### src/rtl/kts_ram.sv
// Generic single-write, single-read RAM with registered read data.
module kts_ram #(
  parameter int unsigned WIDTH = 32,
  parameter int unsigned DEPTH = 64
) (
  input  logic                     clk_i,
  input  logic                     we_i,
  input  logic [$clog2(DEPTH)-1:0] waddr_i,
  input  logic [WIDTH-1:0]         wdata_i,
  input  logic [$clog2(DEPTH)-1:0] raddr_i,
  output logic [WIDTH-1:0]         rdata_o
);

  logic [WIDTH-1:0] mem_q [DEPTH];

  always_ff @(posedge clk_i) begin
    if (we_i) begin
      mem_q[waddr_i] <= wdata_i;
    end
    rdata_o <= mem_q[raddr_i];
  end

endmodule

### config.mk
export PLATFORM = sky130hd
export DESIGN_NAME = kts_ram
export DESIGN_NICKNAME = d
export VERILOG_FILES = /design/src/rtl/kts_ram.sv
export SDC_FILE = /design/constraint.sdc
export NUM_CORES = 2
export LEC_CHECK = 0
export ABC_CLOCK_PERIOD_IN_PS = 4500
export BUFFER_PORTS_ARGS = -buffer_cell sky130_fd_sc_hd__buf_2
export CAP_MARGIN = 20
export CORE_MARGIN = 4
export CORE_UTILIZATION = 45
export DETAILED_ROUTE_END_ITERATION = 16
export MAX_ROUTING_LAYER = met4
export SLEW_MARGIN = 20
export SYNTH_ARGS = -nofsm -noshare
export SYNTH_HDL_FRONTEND = slang
export SYNTH_SLANG_ARGS = --single-unit
### constraint.sdc
create_clock -name clk_i -period 4.5 [get_ports clk_i]
set_input_delay 0.675 -clock clk_i [delete_from_list [all_inputs] [get_ports clk_i]]
set_output_delay 0.675 -clock clk_i [all_outputs]
set_load 0.02 [all_outputs]
==> impl_metrics.env <==
export IMPL_run_status="finished, final reports clean"
export IMPL_route_layer_met1_wl_um=85600
export IMPL_layout_drive_gt1_share_pct=31.4
export IMPL_grt_antenna_before_repair=11
export IMPL_fin_worst_skew_ns=0.0257
export IMPL_rr_worst_depth=4
export IMPL_route_detailed_wl_per_inst_um=33.9
export IMPL_clock_tree_from_tritoncts="done"
export IMPL_synth_enable_flop_cells=2048
export IMPL_place_port_buffers=77
export IMPL_fin_nets=3665
export IMPL_report_final_setup_viol=0
export IMPL_power_leakage_nw=28.1
export IMPL_initial_core_util_pct=45.2
export IMPL_clkLatencyLatePin_ns=0.83
export IMPL_netlist_top_cells_area="sky130_fd_sc_hd__edfxtp_1 (78%), sky130_fd_sc_hd__mux4_2 (16%), sky130_fd_sc_hd__mux2i_1 (1.2%)"
export IMPL_clock_sinks=2080
export IMPL_layout_cells_most_common="sky130_fd_sc_hd__edfxtp_1"
export IMPL_place_gp_congestion=0.784
export IMPL_maximum_number_of_pins_on_one_net_before_global_route_repair=80
export IMPL_tot_pwr_mw=40.5
export IMPL_post_cts_setup_buffers=0
export IMPL_rsz_0062_raised_after_global_routing="false"
export IMPL_final_setup_worst_slack_ns=1.35
export IMPL_die_height_um=426
export IMPL_ys_ff_latch=2080
export IMPL_place_inst=5737
export IMPL_ant_nets=0
export IMPL_cts_htree_levels=4
export IMPL_met3_wirelength_um=16700
export IMPL_top_level_pins=78
export IMPL_worst_setup_path_end_kind="flop"
export IMPL_crit_reg2reg_capture="rdata_o[24]$_DFF_P_"
export IMPL_hold_violations=0
export IMPL_globalRouteOverflowTotal=0
export IMPL_numCtsBuffers=205
export IMPL_ys_dominant_reg_cell="sky130_fd_sc_hd__edfxtp_1"
export IMPL_wl_met2_um=99500
export IMPL_layout_cells_non_filler=6125
export IMPL_row_count=153
export IMPL_detailroute_via_count=37500
export IMPL_design_core_area_um2=174000
export IMPL_grt_pass1_vias=37600
export IMPL_synth_lib_cells_used_distinct=34
export IMPL_route_detailed_drc=0
export IMPL_timing_hold_ws_ns=0.129
export IMPL_fill_cells=13400
export IMPL_wl_um=208000
export IMPL_cp_start_kind="input pin"
export IMPL_chipWidth_um=426
export IMPL_finalCriticalPeriod_ns=3.15
export IMPL_worst_path_max_fanout=62
export IMPL_synth_largest_area_cell="sky130_fd_sc_hd__edfxtp_1"
export IMPL_timing_hold_worst_path_depth=1
export IMPL_grt_pass1_wl_um=293000
export IMPL_firstDrtPassIters=5
export IMPL_drv_slew=0
export IMPL_holdPathEnd="mem_q[35][1]$_DFFE_PP_"
export IMPL_master_cell_of_the_clock_root_buffer="sky130_fd_sc_hd__clkbuf_16"
export IMPL_total_track_usage_pct=23.8
export IMPL_r2r_setup_slack_ns=2.02
export IMPL_ys_async_sr_fraction_pct=0
export IMPL_timing_worst_setup_path_type="in2reg"
export IMPL_synthesis_nets=3370
export IMPL_syn_instance_count=3324
export IMPL_synth_cell_area_um2=78500
export IMPL_worst_hold_startpoint="wdata_i[1]"
export IMPL_clk_transition_reported_paths_ns=0.06
export IMPL_rr_startpoint="mem_q[30][24]$_DFFE_PP_"
export IMPL_drt_initial_drc_count=4673
export IMPL_layout_common_cells="sky130_fd_sc_hd__edfxtp_1 (2048), sky130_fd_sc_hd__mux4_2 (544), sky130_fd_sc_hd__clkbuf_16 (208), sky130_fd_sc_hd__buf_4 (184), sky130_fd_sc_hd__mux2i_1 (93)"
export IMPL_power_density_nw_per_um2=451
export IMPL_worstPathRequired_ns=5.12
export IMPL_synth_seq_area_share_pct=79.1
export IMPL_vdd_drop_max_mv=0.319
export IMPL_maxUsedRoutingLayer="met4"
export IMPL_post_route_period_util_pct=69.9
export IMPL_arrival_ns=3.77
export IMPL_yosysWarningCount=0
export IMPL_holdBufCountCts=0
export IMPL_min_path_type="in2reg"
export IMPL_cts_repair_resized=0
export IMPL_cts_root_to_sink_buffers=3
export IMPL_detail_routed_via_count_per_cell=6.12
export IMPL_fraction_of_post_synthesis_cell_area_in_the_top_cell_type_by_area_pct=78.3
export IMPL_pre_cts_ws_ns=0.456
export IMPL_max_slew_worst_pin_slew_ns=1.05
export IMPL_dp_hpwl_um=115000
export IMPL_max_clock_freq_mhz=318
export IMPL_area_growth_synth_to_final_pct=14.6
export IMPL_worst_slew_margin_rel_pct=29.8
export IMPL_floorplan_die_area_um2=181000
export IMPL_max_cap_violations=0
export IMPL_postSynthAreaPerCell_um2=23.6
export IMPL_setup_total_negative_slack_ns=0
[state kept, by name, summed over array words and instances, names as in the netlist]
name,cells
rdata_o,32
mem_q,2048
[logic make-up after synthesis]
kind of cell	Yosys count	share of synthesized area, %
flip-flops	2080	79.1
buffers and inverters	182	1.13
AO/OA/AOI/OAI	202	1.67
multiplexers	637	16.8
AND/OR/NAND/NOR	223	1.27
[cell type report]
type / count / area [um2] / share of cell area (%)
Antenna cell: 6 / 15.0 / 0.0167
Clock buffer: 276 / 5720 / 6.36
Clock inverter: 106 / 963 / 1.07
Multi-Input combinational cell: 1062 / 16000 / 17.8
Sequential cell: 2080 / 62100 / 69.1
Tap cell: 2325 / 2910 / 3.23
Timing Repair Buffer: 270 / 2240 / 2.49
[stage by stage]
stage | instance area [um2] | utilization, %
final | 90000 | 51.8
after global routing | 90000 | 51.8
after CTS | 89900 | 51.8
after detailed placement | 83200 | 47.9
after global placement | 83200 | 47.9
after floorplan | 78500 | -
[worst max-delay path, stage by stage]
cell and delay [ns]:
sky130_fd_sc_hd__buf_8 0.54, sky130_fd_sc_hd__buf_12 0.27, sky130_fd_sc_hd__buf_4 0.36, sky130_fd_sc_hd__mux4_2 0.37, sky130_fd_sc_hd__mux4_2 0.47, sky130_fd_sc_hd__o22ai_1 0.64
sky130_fd_sc_hd__nor2_1 0.26
[power by group]
part           switching (mW)  internal (mW)  leakage [nW]
sequential             0.0912           21.4          18.7
combinational            1.30          0.752          6.07
clock                    7.22           9.72          3.30
[synthesized netlist by cell type (2+ instances only)]
master	count
sky130_fd_sc_hd__a21oi_1	62
sky130_fd_sc_hd__a22oi_1	12
sky130_fd_sc_hd__a311oi_1	8
sky130_fd_sc_hd__a41o_1	4
sky130_fd_sc_hd__and2_1	2
sky130_fd_sc_hd__and3_1	4
sky130_fd_sc_hd__buf_1	21
sky130_fd_sc_hd__buf_2	57
sky130_fd_sc_hd__buf_4	25
sky130_fd_sc_hd__buf_6	5
sky130_fd_sc_hd__clkbuf_1	74
sky130_fd_sc_hd__dfxtp_1	32
sky130_fd_sc_hd__edfxtp_1	2048
sky130_fd_sc_hd__mux2i_1	93
sky130_fd_sc_hd__mux4_2	544
sky130_fd_sc_hd__nand2_1	26
sky130_fd_sc_hd__nand2b_1	8
sky130_fd_sc_hd__nand3_1	5
sky130_fd_sc_hd__nand3b_1	5
sky130_fd_sc_hd__nand4_1	2
sky130_fd_sc_hd__nor2_1	137
sky130_fd_sc_hd__nor2b_1	15
sky130_fd_sc_hd__nor3_1	7
sky130_fd_sc_hd__o221ai_1	27
sky130_fd_sc_hd__o22ai_1	84
sky130_fd_sc_hd__o32ai_1	4
sky130_fd_sc_hd__or3_1	3
sky130_fd_sc_hd__or3b_1	2
sky130_fd_sc_hd__or3b_2	3
[layer usage]
layer	GRT usage (%)	vias up
li1	-	14900
met1	33.3	20500
met2	36.5	1763
met3	4.19	321
met4	6.55	0
met5	-	-
[how the worst max path moves through the flow]
stage / depth (start not counted) / end / slack [ns] / from
6_report: 7 / rdata_o[24]$_DFF_P_ / 1.35 / raddr_i[1]
5_1_grt: 7 / rdata_o[24]$_DFF_P_ / 1.40 / raddr_i[1]
4_1_cts: 7 / rdata_o[24]$_DFF_P_ / 1.34 / raddr_i[1]
3_5_place_dp: 7 / rdata_o[24]$_DFF_P_ / 0.46 / raddr_i[1]
3_3_place_gp: 7 / rdata_o[24]$_DFF_P_ / 0.47 / raddr_i[1]
2_1_floorplan: 4 / mem_q[48][0]$_DFFE_PP_ / 0.67 / waddr_i[3]
Note: power is estimated with default switching activity, not from simulation.
